### src/rtl/utc_pkg.sv
// utc_pkg: types, register codes and calendar helpers for the date to timestamp block
// no dependencies; used by the interfaces and by every rtl module but utc_checker

package utc_pkg;

  localparam logic [63:0] NS_PER_SECOND = 64'd1000000000;
  localparam int          QUEUE_DEPTH   = 2;
  localparam int          CFG_INDEX_W   = 4;

  // configuration register indexes
  localparam logic [CFG_INDEX_W-1:0] CFG_BASE_YEAR      = 4'd0;
  localparam logic [CFG_INDEX_W-1:0] CFG_OFFSET_SECONDS = 4'd1;

  localparam logic [11:0] BASE_YEAR_RESET      = 12'd2000;
  localparam logic [31:0] OFFSET_SECONDS_RESET = 32'd0;

  typedef struct packed {
    logic [11:0] base_year;
    logic [31:0] offset_seconds;
  } cfg_regs_t;

  // classified item as it sits in the queue
  typedef struct packed {
    logic        valid_res;
    logic [7:0]  year_offset;
    logic [12:0] year;
    logic [8:0]  month_days;   // days before the month, leap day included
    logic [4:0]  day;
    logic [4:0]  hour;
    logic [5:0]  minute;
    logic [5:0]  second;
  } cls_t;

  // floor(x / 25) for x below 2048, reciprocal multiply
  function automatic logic [6:0] div25(input logic [10:0] x);
    logic [21:0] p;
    p = {11'd0, x} * 22'd1311;
    return p[21:15];
  endfunction

  // leap years in [0, y)
  function automatic logic [11:0] leaps_below(input logic [12:0] y);
    logic [13:0] a;
    logic [13:0] b;
    logic [13:0] c;
    logic [11:0] q4;
    logic [6:0]  q100;
    logic [6:0]  q400;
    a    = {1'b0, y} + 14'd3;
    b    = {1'b0, y} + 14'd99;
    c    = {1'b0, y} + 14'd399;
    q4   = a[13:2];
    q100 = div25(b[12:2]);
    q400 = div25({2'b00, c[12:4]});
    return q4 - {5'd0, q100} + {5'd0, q400};
  endfunction

  function automatic logic is_leap(input logic [12:0] y);
    logic [6:0]  q100;
    logic [6:0]  q400;
    logic [13:0] m100;
    logic [15:0] m400;
    q100 = div25(y[12:2]);
    q400 = div25({2'b00, y[12:4]});
    m100 = 14'({7'd0, q100} * 14'd100);
    m400 = 16'({9'd0, q400} * 16'd400);
    return ({3'd0, y} == m400) || ((y[1:0] == 2'b00) && ({1'b0, y} != m100));
  endfunction

  // days in the common year before the first of month m
  function automatic logic [8:0] days_before(input logic [3:0] m);
    case (m)
      4'd1:    return 9'd0;
      4'd2:    return 9'd31;
      4'd3:    return 9'd59;
      4'd4:    return 9'd90;
      4'd5:    return 9'd120;
      4'd6:    return 9'd151;
      4'd7:    return 9'd181;
      4'd8:    return 9'd212;
      4'd9:    return 9'd243;
      4'd10:   return 9'd273;
      4'd11:   return 9'd304;
      4'd12:   return 9'd334;
      default: return 9'd0;
    endcase
  endfunction

endpackage

### src/rtl/utc_ifs.sv
// utc_ifs: valid/ready channel interfaces for dates, results and configuration writes
// depends on utc_pkg for the configuration index width

interface utc_in_if;
  logic       valid;
  logic       ready;
  logic [7:0] year_offset;
  logic [3:0] month;
  logic [4:0] day;
  logic [4:0] hour;
  logic [5:0] minute;
  logic [5:0] second;
  modport source(output valid, year_offset, month, day, hour, minute, second, input ready);
  modport sink(input valid, year_offset, month, day, hour, minute, second, output ready);
endinterface

interface utc_out_if;
  logic        valid;
  logic        ready;
  logic        valid_res;
  logic [32:0] epoch_seconds;
  logic [63:0] timestamp_ns;
  modport source(output valid, valid_res, epoch_seconds, timestamp_ns, input ready);
  modport sink(input valid, valid_res, epoch_seconds, timestamp_ns, output ready);
endinterface

interface utc_cfg_if;
  logic                            valid;
  logic                            ready;
  logic [utc_pkg::CFG_INDEX_W-1:0] index;
  logic [31:0]                     data;
  modport source(output valid, index, data, input ready);
  modport sink(input valid, index, data, output ready);
endinterface

### src/rtl/utc_front.sv
// utc_front: range check and calendar classification of one date per cycle
// depends on utc_pkg (cls_t, leap test, month table)

module utc_front (
  input  logic [7:0]         year_offset,
  input  logic [3:0]         month,
  input  logic [4:0]         day,
  input  logic [4:0]         hour,
  input  logic [5:0]         minute,
  input  logic [5:0]         second,
  input  utc_pkg::cfg_regs_t cfg_regs,
  output utc_pkg::cls_t      cls
);
  import utc_pkg::*;

  logic [12:0] year;
  logic        leap;
  logic        in_range;

  always_comb begin
    year     = {1'b0, cfg_regs.base_year} + {5'd0, year_offset};
    leap     = is_leap(year);
    in_range = (month inside {[4'd1:4'd12]}) && (day != 5'd0) && (hour < 5'd24) &&
               (minute < 6'd60) && (second < 6'd60);
    cls.valid_res   = in_range;
    cls.year_offset = year_offset;
    cls.year        = year;
    cls.month_days  = days_before(month) + {8'd0, leap && (month > 4'd2)};
    cls.day         = day;
    cls.hour        = hour;
    cls.minute      = minute;
    cls.second      = second;
  end

endmodule

### src/rtl/utc_queue.sv
// utc_queue: short register queue of classified items between front and back
// depends on utc_pkg (cls_t, QUEUE_DEPTH)

module utc_queue (
  input  logic          clk,
  input  logic          rst,
  input  logic          wr_valid,
  output logic          wr_ready,
  input  utc_pkg::cls_t wr_data,
  output logic          rd_valid,
  input  logic          rd_ready,
  output utc_pkg::cls_t rd_data
);
  import utc_pkg::*;

  localparam int PW = (QUEUE_DEPTH > 1) ? $clog2(QUEUE_DEPTH) : 1;
  localparam int CW = $clog2(QUEUE_DEPTH + 1);

  cls_t          mem [QUEUE_DEPTH];
  logic [PW-1:0] wr_ptr;
  logic [PW-1:0] rd_ptr;
  logic [CW-1:0] count;
  logic          do_wr;
  logic          do_rd;

  assign wr_ready = (count != CW'(QUEUE_DEPTH));
  assign rd_valid = (count != '0);
  assign rd_data  = mem[rd_ptr];
  assign do_wr    = wr_valid && wr_ready;
  assign do_rd    = rd_valid && rd_ready;

  always_ff @(posedge clk) begin
    if (do_wr) begin
      mem[wr_ptr] <= wr_data;
    end
    if (rst) begin
      wr_ptr <= '0;
      rd_ptr <= '0;
      count  <= '0;
    end else begin
      if (do_wr) begin
        wr_ptr <= (wr_ptr == PW'(QUEUE_DEPTH - 1)) ? '0 : wr_ptr + 1'b1;
      end
      if (do_rd) begin
        rd_ptr <= (rd_ptr == PW'(QUEUE_DEPTH - 1)) ? '0 : rd_ptr + 1'b1;
      end
      count <= count + CW'(do_wr) - CW'(do_rd);
    end
  end

endmodule

### src/rtl/utc_back.sv
// utc_back: multi-cycle sequencer turning a classified date into seconds and nanoseconds
// depends on utc_pkg (cls_t, cfg_regs_t, leaps_below, NS_PER_SECOND)

module utc_back (
  input  logic               clk,
  input  logic               rst,
  input  utc_pkg::cfg_regs_t cfg_regs,
  input  logic               rd_valid,
  output logic               rd_ready,
  input  utc_pkg::cls_t      rd_data,
  output logic               out_valid,
  input  logic               out_ready,
  output logic               out_valid_res,
  output logic [32:0]        out_epoch_seconds,
  output logic [63:0]        out_timestamp_ns
);
  import utc_pkg::*;

  typedef enum logic [3:0] {
    ST_IDLE, ST_LEAP, ST_DAYS, ST_HOURS, ST_MINS, ST_SECS, ST_SUM, ST_MLO, ST_MHI, ST_DONE
  } state_t;

  state_t      state;
  cls_t        item;
  logic [11:0] lb_year;
  logic [16:0] days;
  logic [32:0] acc;
  logic [33:0] sum;
  logic [63:0] prod;

  logic [17:0] days_next;
  logic [21:0] hours_next;
  logic [27:0] mins_next;
  logic [32:0] secs_next;
  logic [46:0] part_lo;
  logic [46:0] part_hi;
  logic        out_free;

  assign rd_ready = (state == ST_IDLE);
  assign out_free = !out_valid || out_ready;

  always_comb begin
    days_next  = 18'({10'd0, item.year_offset} * 18'd365) + {6'd0, lb_year}
                 - {6'd0, leaps_below({1'b0, cfg_regs.base_year})}
                 + {9'd0, item.month_days} + {13'd0, item.day} - 18'd1;
    hours_next = 22'({5'd0, days} * 22'd24) + {17'd0, item.hour};
    mins_next  = 28'({6'd0, acc[21:0]} * 28'd60) + {22'd0, item.minute};
    secs_next  = 33'({5'd0, acc[27:0]} * 33'd60) + {27'd0, item.second};
    part_lo    = {30'd0, sum[16:0]} * NS_PER_SECOND[46:0];
    part_hi    = {30'd0, sum[33:17]} * NS_PER_SECOND[46:0];
  end

  always_ff @(posedge clk) begin
    if (rst) begin
      state     <= ST_IDLE;
      out_valid <= 1'b0;
    end else begin
      // a new result may replace the one leaving in the same cycle
      if (state == ST_DONE && out_free) begin
        out_valid <= 1'b1;
      end else if (out_ready) begin
        out_valid <= 1'b0;
      end
      case (state)
        ST_IDLE: begin
          if (rd_valid) begin
            item  <= rd_data;
            acc   <= '0;
            prod  <= '0;
            state <= rd_data.valid_res ? ST_LEAP : ST_DONE;
          end
        end
        ST_LEAP: begin
          lb_year <= leaps_below(item.year);
          state   <= ST_DAYS;
        end
        ST_DAYS: begin
          days  <= days_next[16:0];
          state <= ST_HOURS;
        end
        ST_HOURS: begin
          acc   <= {11'd0, hours_next};
          state <= ST_MINS;
        end
        ST_MINS: begin
          acc   <= {5'd0, mins_next};
          state <= ST_SECS;
        end
        ST_SECS: begin
          acc   <= secs_next;
          state <= ST_SUM;
        end
        ST_SUM: begin
          sum   <= {2'd0, cfg_regs.offset_seconds} + {1'b0, acc};
          state <= ST_MLO;
        end
        ST_MLO: begin
          prod  <= {17'd0, part_lo};
          state <= ST_MHI;
        end
        ST_MHI: begin
          prod  <= prod + {part_hi, 17'd0};
          state <= ST_DONE;
        end
        ST_DONE: begin
          if (out_free) begin
            out_valid_res     <= item.valid_res;
            out_epoch_seconds <= acc;
            out_timestamp_ns  <= prod;
            state             <= ST_IDLE;
          end
        end
        default: begin
          state <= ST_IDLE;
        end
      endcase
    end
  end

endmodule

### src/rtl/utc_date_to_timestamp.sv
// utc_date_to_timestamp: top level, configuration registers, front, queue and back
// depends on utc_pkg, utc_ifs, utc_front, utc_queue, utc_back
//
//   channel  dir  handshake      payload
//   dates    in   valid/ready    year_offset month day hour minute second
//   stamps   out  valid/ready    valid_res epoch_seconds timestamp_ns
//   cfg      in   valid/ready    index data (0 base_year, 1 offset_seconds)
//
// a date goes from queue head to result register through the back sequencer steps
// in order (leap count, day sum, three scaling steps, offset add, two partial
// products); an out-of-range date skips these steps and goes straight to done
// the front classifies in the transfer cycle and the queue holds two dates
// rst is synchronous: queue, sequencer and output valid clear, registers reload
// a stalled result holds in its register while the next date is worked on

module utc_date_to_timestamp (
  input  logic             clk,
  input  logic             rst,
  utc_in_if.sink           dates,
  utc_out_if.source        stamps,
  utc_cfg_if.sink          cfg
);
  import utc_pkg::*;

  cfg_regs_t cfg_regs;
  cls_t      front_cls;
  cls_t      queue_head;
  logic      queue_valid;
  logic      queue_ready;

  // configuration writes are always accepted
  assign cfg.ready = 1'b1;

  always_ff @(posedge clk) begin
    if (rst) begin
      cfg_regs.base_year      <= BASE_YEAR_RESET;
      cfg_regs.offset_seconds <= OFFSET_SECONDS_RESET;
    end else if (cfg.valid) begin
      case (cfg.index)
        CFG_BASE_YEAR:      cfg_regs.base_year      <= cfg.data[11:0];
        CFG_OFFSET_SECONDS: cfg_regs.offset_seconds <= cfg.data;
        default: begin
          // unknown register index, write dropped
        end
      endcase
    end
  end

  // front: range check, year, leap day and month offset
  utc_front u_front (
    .year_offset (dates.year_offset),
    .month       (dates.month),
    .day         (dates.day),
    .hour        (dates.hour),
    .minute      (dates.minute),
    .second      (dates.second),
    .cfg_regs    (cfg_regs),
    .cls         (front_cls)
  );

  // queue: a date transfer lands here, dates.ready follows queue space
  utc_queue u_queue (
    .clk      (clk),
    .rst      (rst),
    .wr_valid (dates.valid),
    .wr_ready (dates.ready),
    .wr_data  (front_cls),
    .rd_valid (queue_valid),
    .rd_ready (queue_ready),
    .rd_data  (queue_head)
  );

  // back: seconds count and nanosecond scaling, ends in the result register
  utc_back u_back (
    .clk               (clk),
    .rst               (rst),
    .cfg_regs          (cfg_regs),
    .rd_valid          (queue_valid),
    .rd_ready          (queue_ready),
    .rd_data           (queue_head),
    .out_valid         (stamps.valid),
    .out_ready         (stamps.ready),
    .out_valid_res     (stamps.valid_res),
    .out_epoch_seconds (stamps.epoch_seconds),
    .out_timestamp_ns  (stamps.timestamp_ns)
  );

endmodule

### src/flat_wrapper.sv
// flat-port wrapper written by rule: the top's interface ports become plain ports
module utc_date_to_timestamp_flat import utc_pkg::*;
  (clk, rst, dates_valid, dates_year_offset, dates_month, dates_day, dates_hour, dates_minute, dates_second, dates_ready, stamps_valid, stamps_valid_res, stamps_epoch_seconds, stamps_timestamp_ns, stamps_ready, cfg_valid, cfg_index, cfg_data, cfg_ready);
  utc_in_if dates_i ();
  utc_out_if stamps_i ();
  utc_cfg_if cfg_i ();
  input  logic clk;
  input  logic rst;
  input wire logic [$bits(dates_i.valid)-1:0] dates_valid;
  input wire logic [$bits(dates_i.year_offset)-1:0] dates_year_offset;
  input wire logic [$bits(dates_i.month)-1:0] dates_month;
  input wire logic [$bits(dates_i.day)-1:0] dates_day;
  input wire logic [$bits(dates_i.hour)-1:0] dates_hour;
  input wire logic [$bits(dates_i.minute)-1:0] dates_minute;
  input wire logic [$bits(dates_i.second)-1:0] dates_second;
  output wire logic [$bits(dates_i.ready)-1:0] dates_ready;
  output wire logic [$bits(stamps_i.valid)-1:0] stamps_valid;
  output wire logic [$bits(stamps_i.valid_res)-1:0] stamps_valid_res;
  output wire logic [$bits(stamps_i.epoch_seconds)-1:0] stamps_epoch_seconds;
  output wire logic [$bits(stamps_i.timestamp_ns)-1:0] stamps_timestamp_ns;
  input wire logic [$bits(stamps_i.ready)-1:0] stamps_ready;
  input wire logic [$bits(cfg_i.valid)-1:0] cfg_valid;
  input wire logic [$bits(cfg_i.index)-1:0] cfg_index;
  input wire logic [$bits(cfg_i.data)-1:0] cfg_data;
  output wire logic [$bits(cfg_i.ready)-1:0] cfg_ready;
  assign dates_i.valid = dates_valid;
  assign dates_i.year_offset = dates_year_offset;
  assign dates_i.month = dates_month;
  assign dates_i.day = dates_day;
  assign dates_i.hour = dates_hour;
  assign dates_i.minute = dates_minute;
  assign dates_i.second = dates_second;
  assign dates_ready = dates_i.ready;
  assign stamps_valid = stamps_i.valid;
  assign stamps_valid_res = stamps_i.valid_res;
  assign stamps_epoch_seconds = stamps_i.epoch_seconds;
  assign stamps_timestamp_ns = stamps_i.timestamp_ns;
  assign stamps_i.ready = stamps_ready;
  assign cfg_i.valid = cfg_valid;
  assign cfg_i.index = cfg_index;
  assign cfg_i.data = cfg_data;
  assign cfg_ready = cfg_i.ready;
  utc_date_to_timestamp u_core (.clk(clk), .rst(rst), .dates(dates_i), .stamps(stamps_i), .cfg(cfg_i));
endmodule
### config.mk
export PLATFORM = sky130hd
export DESIGN_NAME = utc_date_to_timestamp_flat
export DESIGN_NICKNAME = d
export VERILOG_FILES = /design/src/rtl/utc_pkg.sv /design/src/rtl/utc_ifs.sv /design/src/rtl/utc_front.sv /design/src/rtl/utc_queue.sv /design/src/rtl/utc_back.sv /design/src/rtl/utc_date_to_timestamp.sv /design/src/flat_wrapper.sv
export SDC_FILE = /design/constraint.sdc
export NUM_CORES = 2
export LEC_CHECK = 0
export BUFFER_PORTS_ARGS = -buffer_cell sky130_fd_sc_hd__clkbuf_2
export CAP_MARGIN = 20
export CORE_AREA = 2 2 358 360
export CTS_BUF_LIST = sky130_fd_sc_hd__clkbuf_4 sky130_fd_sc_hd__clkbuf_8 sky130_fd_sc_hd__clkbuf_16
export CTS_CLUSTER_DIAMETER = 150
export CTS_CLUSTER_SIZE = 14
export DETAILED_ROUTE_END_ITERATION = 16
export DIE_AREA = 0 0 360 362
export PLACE_DENSITY_LB_ADDON = 0.12
export SLEW_MARGIN = 40
export SYNTH_ARGS = -nofsm -noshare
export SYNTH_HDL_FRONTEND = slang
export SYNTH_HIERARCHICAL = 1
export SYNTH_SLANG_ARGS = --single-unit
### constraint.sdc
create_clock -name clk -period 13.6 [get_ports clk]
set_input_delay 1.36 -clock clk [delete_from_list [all_inputs] [get_ports clk]]
set_output_delay 1.36 -clock clk [all_outputs]
set_load 0.02 [all_outputs]
==> key figures <==
Route
  • Metal2 WL: ~65 mm
  • Met3 wire len: 4.96 mm
  • Post-route antenna net violation count: 0
  • Top routing layer in use: met5
  • Wire length per cell: 18.7 µm
  • DRC viols: 0
  • Routed WL: around 140 mm
  • DRT iter0 DRCs: 1980
  • Vias per cell: 5.22
  • Via count: 37700
  • DR pass1 iterations: 5
  • Wire length on met1: 62.3 mm

Cells and area
  • Layout cell share with drive strength beyond 1: 0.0771
  • FF/Latch Area: 13100 µm²
  • Multi-input gate area: around 40000 µm²
  • Most common cell after layout, fill and taps aside: inv_1
  • Final net count: 7160
  • Finished Layout Cells: 7227
  • Fill cells: between 10000 and 15000
  • Layout area overhead: 7.01%
  • Commonest non-fill, non-tap cells in the layout: 992 x inv_1, 965 x ha_1, 583 x fa_1, 399 x edfxtp_1, 238 x xnor2_1

Worst setup path
  • Critical Path Start: u_core/cfg_regs[33]
  • Worst Setup Start Kind: flop
  • Register-to-register setup slack: 1.01 ns
  • Critical Path Sink: u_core/u_back/days[15]
  • Worst Path Arrival: 12.92 ns
  • Worst reg2reg path depth: 51
  • RR Startpoint: u_core/cfg_regs[33]
  • CP Capture Type: flop
  • Crit Path Class: reg2reg
  • Slowest cell on crit path: fa_1
  • CP required: approximately 14 ns
  • Most used cell, CP: inv_1
  • Critical Path Max Stage Delay: 0.58 ns
  • CP max FO: 8
  • Reg2reg end: u_core/u_back/days[15]

Placement
  • Worst slack, placed: 1.06 ns
  • Placer Congestion: 0.944
  • Buffers on Ports: about 170
  • DP HPWL: roughly 110 mm
  • Post-placement cell count: 7158

CTS
  • Post-CTS resize count: 0
  • Post-CTS Setup Bufs: 0
  • Root buffer cell: clkbuf_16
  • Clock sink count: 453
  • Clk_lat worst skew: 0.62 ns
  • Post-cts hold buffer count: 0
  • CTS Buf Count: 39
  • CTS tree: done
  • Max Buffers Root-to-Sink: 3
  • H-tree levels: 2
  • Worst-path clk slew: 0.08 ns

STA
  • RSZ-0062 raised after global routing: no
  • Endpoints failing setup: 0
  • Worst Setup Slack, final: 1.01 ns
  • Worst slew margin: 0.448
  • Period utilization: 0.926
  • Clk_skew: 0.0487 ns
  • Fin crit period: 12.59 ns
  • Final Max Slew Viols: 0
  • Fmax: 79.4 MHz
  • Slew @ Worst Pin: 0.825 ns
  • Fin. Hold Viols: 0
  • Setup_tns: 0 ns

Synth
  • Seq cells post-synth: 453
  • Ys Warns: 6
  • Ys async rst share: 0
  • Post-synth EDFFs: 399
  • Seq/Total Area, Yosys: 0.232
  • Synth unique cells: 121
  • Most used DFF post-synth: edfxtp_1
  • Avg Cell Area, Syn: 10.4 µm²
  • Cells after Synth: 5412
  • Synth Cell Area: 56400 µm²

Flow run
  • Total of max-cap violations: 0

Floorplanning
  • Num rows: 131
  • I/O pins: between 150 and 200
  • Die X: 360 µm
  • Chip height: roughly 360 µm
  • Core area: 127000 µm²
  • Initial Util: 0.445
  • Die Area: 130000 µm²

Global routing
  • Total grt overflow: 0
  • GRT Overall Usage: 0.210
  • Number of global-route vias before repair: approximately 40000
  • Initial antenna violation count: 8
  • Largest net degree at the start of global routing: 100
  • First-pass GRT wire length: 216 mm

Run status
  • Status: finished, final reports clean

Hold path
  • Tightest Hold Check Type: reg2reg
## Yosys cell counts (25+ instances only)
| master | n | area [µm²] |
|---|---|---|
| a21o_1 | 120 | 901 |
| nor2b_1 | 44 | 275 |
| nand4_1 | 30 | 188 |
| dfxtp_1 | 54 | 1080 |
| and3_1 | 41 | 257 |
| nand4b_1 | 32 | 280 |
| mux2_2 | 54 | 608 |
| buf_4 | 45 | 338 |
| xor2_1 | 128 | 1120 |
| o21bai_1 | 25 | 188 |
| nand2b_1 | 88 | 551 |
| clkbuf_1 | 56 | 210 |
| ha_1 | 965 | 12100 |
| xnor2_1 | 242 | 2120 |
| mux2i_1 | 25 | 250 |
| a21oi_1 | 220 | 1100 |
| a31oi_1 | 34 | 213 |
| a211oi_1 | 30 | 225 |
| nor3_1 | 69 | 345 |
| o21ai_0 | 186 | 931 |
| inv_1 | 993 | 3730 |
| edfxtp_1 | 399 | 12000 |
| nand2_1 | 175 | 657 |
| o21a_1 | 47 | 353 |
| fa_1 | 583 | 11700 |
| and2_1 | 29 | 181 |
| nor2_1 | 226 | 848 |
| nand3_1 | 74 | 370 |
## critical path: cells and delay by family, from the launching register on
family | cells | cell delay (ns)
flip-flops | 1 | 0.47
AO/OA/AOI/OAI | 12 | 2.42
AND/OR/NAND/NOR | 10 | 2.16
XOR/XNOR | 3 | 0.42
buffers and inverters | 12 | 0.77
adder cells (fa/ha/maj) | 14 | 6.08
## metal layers
| layer | vias to the layer above | track usage |
|---|---|---|
| met4 | 10 | 0.0381 |
| met5 | - | 0 |
| met3 | 124 | 0.0255 |
| met1 | 18400 | 0.281 |
| li1 | 18600 | - |
| met2 | 577 | 0.366 |
## flip-flops by register name, summed over array words and instances (netlist names), 2 cells and up, named ones only
name,count
u_core/u_back/state,4
u_core/u_back/lb_year,12
u_core/u_queue/count,2
u_core/u_back/days,17
u_core/u_back/sum,34
u_core/u_back/prod,55
u_core/u_back/out_epoch_seconds,33
u_core/u_back/item,53
u_core/u_back/acc,33
u_core/u_queue/mem,106
u_core/u_back/out_timestamp_ns,55
u_core/cfg_regs,44
## through the flow
step                      area, µm²  utilization  hold WS, ns
final                         60400        0.477        0.417
after detailed placement      59100        0.466        0.405
after global routing          60400        0.477        0.426
after floorplan               56500            -        0.400
after global placement        59000        0.466        0.403
after CTS                     60400        0.476        0.416
## cell families after synthesis
group	synth area share
flip-flops	0.232
adder cells (fa/ha/maj)	0.421
multiplexers	0.0158
AO/OA/AOI/OAI	0.106
buffers and inverters	0.0788
AND/OR/NAND/NOR	0.0873
other	0.000133
XOR/XNOR	0.0599
## worst min path at each step
stage,start,end,slack [ns],cells after the start
2_1_floorplan,u_core/u_back/prod[10],u_core/u_back/out_timestamp_ns[10],0.40,0
4_1_cts,u_core/u_back/prod[19],u_core/u_back/out_timestamp_ns[19],0.42,0
6_report,u_core/u_back/prod[19],u_core/u_back/out_timestamp_ns[19],0.42,0
3_3_place_gp,u_core/u_back/prod[10],u_core/u_back/out_timestamp_ns[10],0.40,0
5_1_grt,u_core/u_back/prod[24],u_core/u_back/out_timestamp_ns[24],0.43,0
3_5_place_dp,u_core/u_back/prod[19],u_core/u_back/out_timestamp_ns[19],0.40,0
## area by class of cell
cell class	instances	share of cell area
Clock buffer	62	0.0196
Antenna cell	2	0.0000829
Timing Repair Buffer	206	0.0189
Clock inverter	5	0.00124
Multi-Input combinational cell	3843	0.648
Sequential cell	453	0.216
Tap cell	1662	0.0344
Inverter	994	0.0618
Power is left out: the tool's default activity adds up to more than one toggle a clock period on the data nets, which glitch-free logic cannot reach.
